==> config.mk <==
export PLATFORM = sky130hd
export DESIGN_NAME = png_stored_stream_encoder
export DESIGN_NICKNAME = d
export VERILOG_FILES = /design/src/rtl/pngse_pkg.sv /design/src/rtl/pngse_sum.sv /design/src/rtl/png_stored_stream_encoder.sv
export SDC_FILE = /design/constraint.sdc
export NUM_CORES = 2
export LEC_CHECK = 0
export ABC_CLOCK_PERIOD_IN_PS = 10400
export BUFFER_PORTS_ARGS = -buffer_cell sky130_fd_sc_hd__buf_2
export CAP_MARGIN = 40
export CORE_MARGIN = 1
export CORE_UTILIZATION = 60
export DETAILED_ROUTE_END_ITERATION = 7
export MAX_ROUTING_LAYER = met4
export PLACE_DENSITY = 0.85
export SYNTH_ARGS = -nofsm -noshare
export SYNTH_HDL_FRONTEND = slang
export SYNTH_SLANG_ARGS = --single-unit
==> constraint.sdc <==
create_clock -name clk -period 10.4 [get_ports clk]
set_input_delay 2.08 -clock clk [delete_from_list [all_inputs] [get_ports clk]]
set_output_delay 2.08 -clock clk [all_outputs]
set_load 0.005 [all_outputs]
==> src/rtl/pngse_pkg.sv <==
// ----------------------------------------------------------------------------
// pngse_pkg
// Shared types and constants of the stored-deflate PNG stream encoder.
// ----------------------------------------------------------------------------
package pngse_pkg;

  // Configuration register indexes
  localparam logic REG_WIDTH  = 1'b0;
  localparam logic REG_HEIGHT = 1'b1;

  // Checksum constants
  localparam logic [31:0] CRC_POLY  = 32'hEDB8_8320;
  localparam logic [31:0] CRC_ONES  = 32'hFFFF_FFFF;
  localparam logic [16:0] ADLER_MOD = 17'd65521;

  // Most bytes delivered for one input transaction
  localparam logic [5:0] OUT_LIMIT = 6'd52;

  // Control of the checksum unit for one byte
  typedef struct packed {
    logic crc_en;    // fold the byte into the CRC-32
    logic crc_init;  // start the CRC-32 from all ones before this byte
    logic adler_en;  // fold the byte into the Adler-32
  } sum_ctl_t;

endpackage

==> src/rtl/pngse_sum.sv <==
// ----------------------------------------------------------------------------
// pngse_sum
// Running CRC-32 of the chunk bytes and Adler-32 of the raw image bytes,
// one byte per enabled cycle.
// ----------------------------------------------------------------------------
module pngse_sum (
  input  logic                clk,
  input  logic                rst_n,
  input  logic                en,
  input  pngse_pkg::sum_ctl_t ctl,
  input  logic [7:0]          data,
  output logic [31:0]         crc,
  output logic [31:0]         adler
);
  import pngse_pkg::*;

  logic [31:0] crc_r, crc_nxt;
  logic [15:0] low_r, low_nxt, high_r, high_nxt;
  logic [16:0] low_sum, high_sum;

  // Byte-wise CRC-32, reflected polynomial
  always_comb begin
    crc_nxt = (ctl.crc_init ? CRC_ONES : crc_r) ^ {24'd0, data};
    for (int k = 0; k < 8; k++) begin
      crc_nxt = crc_nxt[0] ? ((crc_nxt >> 1) ^ CRC_POLY) : (crc_nxt >> 1);
    end
  end

  // Adler-32 sums, each reduced by one conditional subtraction
  always_comb begin
    low_sum  = {1'b0, low_r} + {9'd0, data};
    low_nxt  = (low_sum >= ADLER_MOD) ? 16'(low_sum - ADLER_MOD) : low_sum[15:0];
    high_sum = {1'b0, high_r} + {1'b0, low_nxt};
    high_nxt = (high_sum >= ADLER_MOD) ? 16'(high_sum - ADLER_MOD) : high_sum[15:0];
  end

  always_ff @(posedge clk) begin
    if (!rst_n) begin
      crc_r  <= CRC_ONES;
      low_r  <= 16'd1;
      high_r <= 16'd0;
    end else if (en) begin
      if (ctl.crc_en) begin
        crc_r <= crc_nxt;
      end
      if (ctl.adler_en) begin
        low_r  <= low_nxt;
        high_r <= high_nxt;
      end
    end
  end

  assign crc   = crc_r;
  assign adler = {high_r, low_r};

endmodule

==> src/rtl/png_stored_stream_encoder.sv <==
// ----------------------------------------------------------------------------
// png_stored_stream_encoder
// Turns RGB pixels in raster order into the bytes of an uncompressed PNG file.
// ----------------------------------------------------------------------------
// Every byte of the file leaves through one output register at most one byte
// a cycle, and each byte passes the single shared checksum unit. Each pixel
// causes three bytes, four at the start of a row, and five more where a
// stored block begins. The first pixel first runs the length calculation
// (a multiply for the raw length, a reciprocal multiply for the stored block
// count, then a sum) and then the 43 header bytes; the last pixel adds 20
// trailer bytes. No more than 52 bytes are delivered per input transaction;
// what remains is held and is delivered after the next transaction, as is the
// rest of the file after the last pixel. The input is stalled while the bytes
// of a transaction are being produced, unless a full burst of 52 has gone out.
module png_stored_stream_encoder #(
  parameter int MAX_WIDTH   = 4096,
  parameter int MAX_HEIGHT  = 4096,
  parameter int BLOCK_BYTES = 65535
) (
  input  logic        clk,
  input  logic        rst_n,
  input  logic        cfg_we,
  input  logic        cfg_index,
  input  logic [12:0] cfg_data,
  input  logic        in_valid,
  output logic        in_stall,
  input  logic [7:0]  in_red,
  input  logic [7:0]  in_green,
  input  logic [7:0]  in_blue,
  output logic        out_valid,
  input  logic        out_stall,
  output logic [7:0]  out_byte,
  output logic        out_last_of_item,
  output logic        out_file_done
);
  import pngse_pkg::*;

  localparam int WLIM    = (MAX_WIDTH > 8191) ? 8191 : MAX_WIDTH;
  localparam int HLIM    = (MAX_HEIGHT > 8191) ? 8191 : MAX_HEIGHT;
  localparam int RAW_MAX = HLIM * (1 + 3 * WLIM);
  localparam int RAW_W   = $clog2(RAW_MAX + 1);
  localparam int BW      = $clog2(BLOCK_BYTES + 1);
  // Reciprocal of the block size, exact for every dividend below 2**XW
  localparam int XW      = ((RAW_W > BW) ? RAW_W : BW) + 1;
  localparam int SH      = XW + BW;
  localparam int MW      = XW + 2;
  localparam logic [63:0] RECIP =
    ((64'd1 << SH) + 64'(BLOCK_BYTES) - 64'd1) / 64'(BLOCK_BYTES);
  localparam logic [MW-1:0] RECIP_M = MW'(RECIP);
  localparam logic [12:0] W_MAX = 13'(WLIM);
  localparam logic [12:0] H_MAX = 13'(HLIM);
  localparam logic [BW-1:0] BOFF_LAST = BW'(BLOCK_BYTES - 1);
  localparam logic [RAW_W-1:0] BLK_R = RAW_W'(BLOCK_BYTES);
  localparam logic [5:0] HDR_LAST   = 6'd42;
  localparam logic [5:0] CLOSE_LAST = 6'd19;
  localparam logic [2:0] BHDR_DONE  = 3'd5;

  typedef enum logic [6:0] {
    ST_IDLE  = 7'b0000001,
    ST_MUL   = 7'b0000010,
    ST_DIV   = 7'b0000100,
    ST_SUM   = 7'b0001000,
    ST_HDR   = 7'b0010000,
    ST_RAW   = 7'b0100000,
    ST_CLOSE = 7'b1000000
  } state_t;

  state_t state_r;
  logic [5:0]  idx_r, step_cnt_r;
  logic [2:0]  bhdr_r;
  logic [1:0]  sel_r;
  logic        paused_r, started_r, finished_r, last_px_r, pend_v_r;
  logic [7:0]  red_r, green_r, blue_r, pred_r, pgreen_r, pblue_r;
  logic [12:0] col_r, row_r, width_r, height_r;
  logic [RAW_W-1:0] raw_len_r, left_r;
  logic [XW-1:0]    dv_r;
  logic [BW-1:0]    boff_r;
  logic [31:0]      idat_r;
  logic             out_valid_r, out_last_r, out_done_r;
  logic [7:0]       out_byte_r;

  logic        accept, fire, gen_state, data_byte, px_end, work_end, last_c, done_c;
  logic [7:0]  byte_c;
  sum_ctl_t    ctl_c;
  logic [31:0] crc_w, adler_w, crc_x;
  logic [12:0] cfg_clamped;
  logic [13:0] col_inc;
  logic        row_wrap;
  logic [12:0] col_after, row_after;
  logic [15:0] blen, nlen;
  logic [XW-1:0]    dv_in;
  logic [XW+MW-1:0] recip_prod;
  logic [31:0] product, blocks;

  // Handshakes
  assign gen_state = (state_r == ST_HDR) || (state_r == ST_RAW) || (state_r == ST_CLOSE);
  assign in_stall  = pend_v_r || ((state_r != ST_IDLE) && !paused_r);
  assign accept    = in_valid && !in_stall;
  assign fire      = gen_state && !paused_r && (!out_valid_r || !out_stall);

  // Register value clamp: zero reads as one, large values saturate
  always_comb begin
    cfg_clamped = (cfg_data == 13'd0) ? 13'd1 : cfg_data;
    if (cfg_index == REG_WIDTH) begin
      if (cfg_clamped > W_MAX) cfg_clamped = W_MAX;
    end else begin
      if (cfg_clamped > H_MAX) cfg_clamped = H_MAX;
    end
  end

  // Pixel position after the current pixel
  assign col_inc   = {1'b0, col_r} + 14'd1;
  assign row_wrap  = (col_inc == {1'b0, width_r});
  assign col_after = row_wrap ? 13'd0 : col_inc[12:0];
  assign row_after = row_wrap ? 13'(row_r + 13'd1) : row_r;

  // Stored block header fields
  assign blen = (left_r > BLK_R) ? 16'(BLOCK_BYTES) : 16'(left_r);
  assign nlen = ~blen;

  // Length arithmetic: the block count is a rounded-up quotient taken by
  // multiplying with the reciprocal of the block size.
  assign dv_in      = XW'(raw_len_r) + XW'(BLOCK_BYTES - 1);
  assign recip_prod = (XW + MW)'(dv_in) * (XW + MW)'(RECIP_M);
  assign product    = 32'(height_r) * (32'd1 + 32'd3 * 32'(width_r));
  assign blocks     = 32'(dv_r);
  assign crc_x      = crc_w ^ CRC_ONES;

  // Byte selection for the running state
  always_comb begin
    byte_c    = 8'h00;
    ctl_c     = '0;
    data_byte = 1'b0;
    done_c    = 1'b0;
    case (state_r)
      ST_HDR: begin
        ctl_c.crc_en   = (idx_r >= 6'd12) && !(idx_r inside {[6'd29:6'd36]});
        ctl_c.crc_init = (idx_r == 6'd12) || (idx_r == 6'd37);
        case (idx_r)
          6'd0:  byte_c = 8'h89;
          6'd1:  byte_c = 8'h50;
          6'd2:  byte_c = 8'h4E;
          6'd3:  byte_c = 8'h47;
          6'd4:  byte_c = 8'h0D;
          6'd5:  byte_c = 8'h0A;
          6'd6:  byte_c = 8'h1A;
          6'd7:  byte_c = 8'h0A;
          6'd11: byte_c = 8'h0D;
          6'd12: byte_c = 8'h49;
          6'd13: byte_c = 8'h48;
          6'd14: byte_c = 8'h44;
          6'd15: byte_c = 8'h52;
          6'd18: byte_c = {3'd0, width_r[12:8]};
          6'd19: byte_c = width_r[7:0];
          6'd22: byte_c = {3'd0, height_r[12:8]};
          6'd23: byte_c = height_r[7:0];
          6'd24: byte_c = 8'h08;
          6'd25: byte_c = 8'h02;
          6'd29: byte_c = crc_x[31:24];
          6'd30: byte_c = crc_x[23:16];
          6'd31: byte_c = crc_x[15:8];
          6'd32: byte_c = crc_x[7:0];
          6'd33: byte_c = idat_r[31:24];
          6'd34: byte_c = idat_r[23:16];
          6'd35: byte_c = idat_r[15:8];
          6'd36: byte_c = idat_r[7:0];
          6'd37: byte_c = 8'h49;
          6'd38: byte_c = 8'h44;
          6'd39: byte_c = 8'h41;
          6'd40: byte_c = 8'h54;
          6'd41: byte_c = 8'h78;
          6'd42: byte_c = 8'h01;
          default: byte_c = 8'h00;
        endcase
      end
      ST_RAW: begin
        ctl_c.crc_en = 1'b1;
        if ((boff_r == '0) && (bhdr_r != BHDR_DONE)) begin
          case (bhdr_r)
            3'd0:    byte_c = (left_r <= BLK_R) ? 8'h01 : 8'h00;
            3'd1:    byte_c = blen[7:0];
            3'd2:    byte_c = blen[15:8];
            3'd3:    byte_c = nlen[7:0];
            default: byte_c = nlen[15:8];
          endcase
        end else begin
          data_byte      = 1'b1;
          ctl_c.adler_en = 1'b1;
          case (sel_r)
            2'd1:    byte_c = red_r;
            2'd2:    byte_c = green_r;
            2'd3:    byte_c = blue_r;
            default: byte_c = 8'h00;
          endcase
        end
      end
      ST_CLOSE: begin
        ctl_c.crc_en   = (idx_r <= 6'd3) || (idx_r inside {[6'd12:6'd15]});
        ctl_c.crc_init = (idx_r == 6'd12);
        done_c         = (idx_r == CLOSE_LAST);
        case (idx_r)
          6'd0:  byte_c = adler_w[31:24];
          6'd1:  byte_c = adler_w[23:16];
          6'd2:  byte_c = adler_w[15:8];
          6'd3:  byte_c = adler_w[7:0];
          6'd4, 6'd16: byte_c = crc_x[31:24];
          6'd5, 6'd17: byte_c = crc_x[23:16];
          6'd6, 6'd18: byte_c = crc_x[15:8];
          6'd7, 6'd19: byte_c = crc_x[7:0];
          6'd12: byte_c = 8'h49;
          6'd13: byte_c = 8'h45;
          6'd14: byte_c = 8'h4E;
          6'd15: byte_c = 8'h44;
          default: byte_c = 8'h00;
        endcase
      end
      default: byte_c = 8'h00;
    endcase
  end

  assign px_end   = data_byte && (sel_r == 2'd3);
  assign work_end = (px_end && !last_px_r) || done_c;
  assign last_c   = (step_cnt_r == OUT_LIMIT - 6'd1) || (work_end && !pend_v_r);

  // Checksum unit
  pngse_sum u_sum (
    .clk   (clk),
    .rst_n (rst_n),
    .en    (fire),
    .ctl   (ctl_c),
    .data  (byte_c),
    .crc   (crc_w),
    .adler (adler_w)
  );

  // Control sequencer
  always_ff @(posedge clk) begin
    if (!rst_n) begin
      state_r    <= ST_IDLE;
      idx_r      <= 6'd0;
      step_cnt_r <= 6'd0;
      bhdr_r     <= 3'd0;
      sel_r      <= 2'd0;
      paused_r   <= 1'b0;
      started_r  <= 1'b0;
      finished_r <= 1'b0;
      last_px_r  <= 1'b0;
      pend_v_r   <= 1'b0;
      col_r      <= 13'd0;
      row_r      <= 13'd0;
      width_r    <= 13'd1;
      height_r   <= 13'd1;
      left_r     <= '0;
      boff_r     <= '0;
    end else begin
      // Register writes before the first pixel
      if (cfg_we && !started_r) begin
        if (cfg_index == REG_WIDTH) width_r <= cfg_clamped;
        else                        height_r <= cfg_clamped;
      end

      // New input transaction
      if (accept) begin
        step_cnt_r <= 6'd0;
        paused_r   <= 1'b0;
        if (!finished_r) begin
          if (state_r != ST_IDLE) begin
            pend_v_r <= 1'b1;
          end else begin
            last_px_r  <= (col_inc == {1'b0, width_r}) && (row_r + 13'd1 == height_r);
            finished_r <= (col_inc == {1'b0, width_r}) && (row_r + 13'd1 == height_r);
            sel_r      <= (col_r == 13'd0) ? 2'd0 : 2'd1;
            bhdr_r     <= 3'd0;
            started_r  <= 1'b1;
            state_r    <= started_r ? ST_RAW : ST_MUL;
          end
        end
      end

      // Length calculation for the first pixel
      case (state_r)
        ST_MUL: begin
          state_r <= ST_DIV;
        end
        ST_DIV: begin
          state_r <= ST_SUM;
        end
        ST_SUM: begin
          left_r  <= raw_len_r;
          boff_r  <= '0;
          idx_r   <= 6'd0;
          state_r <= ST_HDR;
        end
        default: ;
      endcase

      // One byte leaves the sequencer
      if (fire) begin
        step_cnt_r <= step_cnt_r + 6'd1;
        if (step_cnt_r == OUT_LIMIT - 6'd1) paused_r <= 1'b1;
        case (state_r)
          ST_HDR: begin
            idx_r <= 6'(idx_r + 6'd1);
            if (idx_r == HDR_LAST) state_r <= ST_RAW;
          end
          ST_RAW: begin
            if (!data_byte) begin
              bhdr_r <= 3'(bhdr_r + 3'd1);
            end else begin
              bhdr_r <= 3'd0;
              boff_r <= (boff_r == BOFF_LAST) ? '0 : BW'(boff_r + 1'b1);
              if (left_r != '0) left_r <= RAW_W'(left_r - 1'b1);
              if (!px_end) sel_r <= 2'(sel_r + 2'd1);
              if (px_end) begin
                col_r <= col_after;
                row_r <= row_after;
                if (last_px_r) begin
                  idx_r   <= 6'd0;
                  state_r <= ST_CLOSE;
                end else if (pend_v_r) begin
                  pend_v_r   <= 1'b0;
                  last_px_r  <= ({1'b0, col_after} + 14'd1 == {1'b0, width_r}) &&
                                (row_after + 13'd1 == height_r);
                  finished_r <= ({1'b0, col_after} + 14'd1 == {1'b0, width_r}) &&
                                (row_after + 13'd1 == height_r);
                  sel_r      <= (col_after == 13'd0) ? 2'd0 : 2'd1;
                end else begin
                  state_r <= ST_IDLE;
                end
              end
            end
          end
          ST_CLOSE: begin
            idx_r <= 6'(idx_r + 6'd1);
            if (idx_r == CLOSE_LAST) state_r <= ST_IDLE;
          end
          default: ;
        endcase
      end
    end
  end

  // Pixel holding registers and the length datapath
  always_ff @(posedge clk) begin
    if (accept && !finished_r) begin
      if (state_r != ST_IDLE) begin
        pred_r   <= in_red;
        pgreen_r <= in_green;
        pblue_r  <= in_blue;
      end else begin
        red_r   <= in_red;
        green_r <= in_green;
        blue_r  <= in_blue;
      end
    end else if (fire && px_end && !last_px_r && pend_v_r) begin
      red_r   <= pred_r;
      green_r <= pgreen_r;
      blue_r  <= pblue_r;
    end
    case (state_r)
      ST_MUL: begin
        raw_len_r <= RAW_W'(product);
      end
      ST_DIV: begin
        dv_r <= XW'(recip_prod >> SH);
      end
      ST_SUM: begin
        idat_r <= 32'd6 + 32'(raw_len_r) + (blocks << 2) + blocks;
      end
      default: ;
    endcase
  end

  // Output register
  always_ff @(posedge clk) begin
    if (!rst_n) begin
      out_valid_r <= 1'b0;
    end else if (fire) begin
      out_valid_r <= 1'b1;
    end else if (!out_stall) begin
      out_valid_r <= 1'b0;
    end
  end

  always_ff @(posedge clk) begin
    if (fire) begin
      out_byte_r <= byte_c;
      out_last_r <= last_c;
      out_done_r <= done_c;
    end
  end

  assign out_valid        = out_valid_r;
  assign out_byte         = out_byte_r;
  assign out_last_of_item = out_last_r;
  assign out_file_done    = out_done_r;

`ifndef ASSERT_OFF
  // A held pixel always blocks the input.
  a_pend_stall: assert property (@(posedge clk) disable iff (!rst_n)
    pend_v_r |-> in_stall)
    else $error("pending pixel without input stall");

  // The final byte of the file also closes its transaction.
  a_done_last: assert property (@(posedge clk) disable iff (!rst_n)
    (out_valid && out_file_done) |-> out_last_of_item)
    else $error("file end byte not marked last of transaction");

  // The sequencer pauses only after a full burst.
  a_pause_cnt: assert property (@(posedge clk) disable iff (!rst_n)
    paused_r |-> (step_cnt_r == OUT_LIMIT))
    else $error("pause without a full burst");

  // Image size is frozen once the file has started.
  a_cfg_frozen: assert property (@(posedge clk) disable iff (!rst_n)
    (started_r && cfg_we) |=> ($stable(width_r) && $stable(height_r)))
    else $error("image size changed after start");
`endif

endmodule
==> results.yml <==
die:
  rows: 81
  start_util_pct: 61.2
  die_w_um: 226
  core_area_um2: 49400
  die_height_um: 226
  ios: 55
  dieArea_um2: 51300
timing:
  period_minus_slack_ns: 9.49
  finalHoldViolations: 0
  fin_tns_setup_ns: 0
  worst_slew_pin_slew_ns: 0.993
  max_slew_margin_pct: 33.5
  max_freq_mhz: 105
  worst_slack_ns: 0.906
  rsz0062_at_grt: "false"
  hold_ws_ns: 0.479
  finClkSkew_ns: 0.0321
  setup_violations: 0
  post-route-period-util_pct: 91.3
  slew_viol_final: 0
synth:
  synthTopCellsByArea: "dfxtp_1 (12%), edfxtp_1 (12%), ha_1 (11%)"
  synthTopCellsByCount: "nand2_1 (396), nor2_1 (278), ha_1 (261), inv_1 (248), clkbuf_1 (190)"
  avgSynthCellArea_um2: 8.44
  synth_area_um2: 30200
  syn_nets: 4041
  yosysMostFrequentCell: "nand2_1"
  synth_top_area_share_pct: 12.5
  yosysTopAreaCell: "dfxtp_1"
  ys_types: 88
  synthFlopType: "dfxtp_1"
  syn_inst: 3579
  synthArstFlopShare_pct: 0
  ys_seq_area_share_pct: 24.7
  synth_edf_count: 123
  synth-seq-cells: 311
  ys_warn_count: 0
setup_path:
  rrSetupSlack_ns: 0.91
  path_buf_inv: 2
  critPathMostFrequentCell: "o21ai_0"
  startpoint_type: "register"
  endpoint_kind: "register"
  cp_data_required_time_ns: 10.91
  critPathLaunch: "idx_r[0]$_SDFF_PN0_"
  worst_path_largest_cell_delay_ns: 0.72
  arrival_ns: 10.00
  cp_top_family: "compound AO/OA/AOI/OAI gates"
  cp_max_fo: 21
  timing_worst_setup_path_type: "reg -> reg"
  crit_slowest_cell: "nor4_1"
  r2r_start: "idx_r[0]$_SDFF_PN0_"
cells_and_area:
  n_fill_cell: 3959
  seqCellArea_um2: 7460
  multi_input_area_um2: 21000
  layout-drive-gt1-share_pct: 7.03
  finalCoreUtilization_pct: 65.4
  syn2layout_area_growth_pct: 6.86
  final_nets: 3978
route:
  vias_per_cell: 6.53
  routed-via-count: 27500
  drc_errors: 12
  wire_per_inst_um: 21.2
  ant_nets: 0
  drt_first_pass_iters: 8
  routed_wl_um: 89300
  drtIter0Drc: 3349
global_route:
  grt_max_degree: 72
  grt_use_total_pct: 35.9
  grt_pass1_vias: 25700
  grt_pass1_wl_um: 141000
  antenna_found_initial: 1
  grt.overflow.total: 0
place:
  detailed_place_hpwl_um: 66900
  port-buffer-count: 54
  place_congestion: 1.06
  dp_worst_setup_slack_ns: 1.13
clock_network:
  post_cts_resized: 0
  cts_hold_buffers: 0
  cts_made_buffers: 37
  path_clk_slew_ns: 0.06
  cts_sinks: 311
  cts_buffer_depth: 3
  clock_latency_ns: 0.58
  ctsHtreeMaxLevel: 2
  cts_setup_buffers: 0
  cts_root_buf: "clkbuf_16"
  cts_tree: "yes"
job:
  maxCapViolCount: 0
pwr:
  vdd_drop_max_v: 0.0000992
  p_leak_nw: 13.4
  power_density_nw_per_um2: 118
  power_w: 0.00380
status:
  violations: "design-rule violations"
  status: "finished with violations"
hold_path:
  hold_start: "out_valid$_SDFFE_PN0P_"
  hold_path_class: "reg -> reg"
==> cells by family (layout without fill, tap and decap cells) <==
logic type | Yosys count | count (layout) | synth area share [%]
AOI/OAI and AO/OA | 740 | 740 | 16.3
and+or+nand+nor | 1326 | 1326 | 21.7
muxes | 44 | 44 | 1.57
DFF | 311 | 311 | 24.7
xor gates and xnor gates | 277 | 277 | 8.67
other | 1 | 2 | 0.0124
adders and majority gates | 419 | 419 | 21.3
buffers and inverters | 461 | 425 | 5.84
==> power by group <==
group / internal [W] / total [W] / leakage (nW) / switching, W
clock: 0.000856 / 0.00143 / 0.638 / 0.000575
combinational: 0.000328 / 0.000860 / 10.1 / 0.000533
sequential: 0.00141 / 0.00151 / 2.63 / 0.0000910
==> worst paths after layout <==
check        depth (start not counted)                            to
max                                 32  u_sum.high_r[7]$_SDFFE_PN0P_
min                                  2        out_valid$_SDFFE_PN0P_
max reg2reg                         32  u_sum.high_r[7]$_SDFFE_PN0P_
min reg2reg                          2        out_valid$_SDFFE_PN0P_
==> per-stage QoR <==
| stage | instances | area [µm²] |
|---|---|---|
| finish | 4208 | 32300 |
| global route | 4208 | 32300 |
| CTS | 4207 | 32300 |
| detailed placement | 4141 | 31000 |
| global placement | 4134 | 30900 |
| floorplan | 3579 | 30200 |
==> registers in the layout (all words and copies together) (netlist names), 12 cells and up <==
signal / count
raw_len_r: 26
idat_r: 27
u_sum.high_r: 16
boff_r: 16
u_sum.crc: 32
height_r: 13
col_r: 13
left_r: 26
width_r: 13
u_sum.low_r: 16
row_r: 13
dv_r: 12
==> layout by cell type, fill, tap and decap left out, drive strengths merged, types with 79 or more instances in the layout <==
cell type	count
xnor2	190
inv	252
edfxtp	123
buf	108
fa	158
nor3	99
ha	261
nor2	278
dfxtp	188
a21oi	187
xor2	80
o21ai	151
and2	79
nand3	121
nand2	396
==> cell type report <==
| cell class | instances | share of cell area [%] |
|---|---|---|
| antenna | 1 | 0.00775 |
| multi-input combinational | 2807 | 65.1 |
| clock inverter | 20 | 0.937 |
| timing repair buffer | 108 | 2.20 |
| inverter | 251 | 2.92 |
| clock buffer | 46 | 3.16 |
| tap | 664 | 2.57 |
| sequential | 311 | 23.1 |
==> tightest hold or removal path: cells and delay by family, from the launching register on <==
kind / cells / cell delay [ns]
AOI/OAI and AO/OA: 1 / 0.06
DFF: 1 / 0.30
and+or+nand+nor: 1 / 0.07
==> routing by layer <==
layer | global-route usage (%) | share of wire [%] | vias up
met5 | - | 0 | -
met4 | 16.7 | 5.3 | 0
met3 | 6.04 | 10 | 287
met2 | 55.5 | 45 | 1557
met1 | 45.9 | 39 | 13100
li1 | - | - | 12500
(Power assumes the default switching activity.)
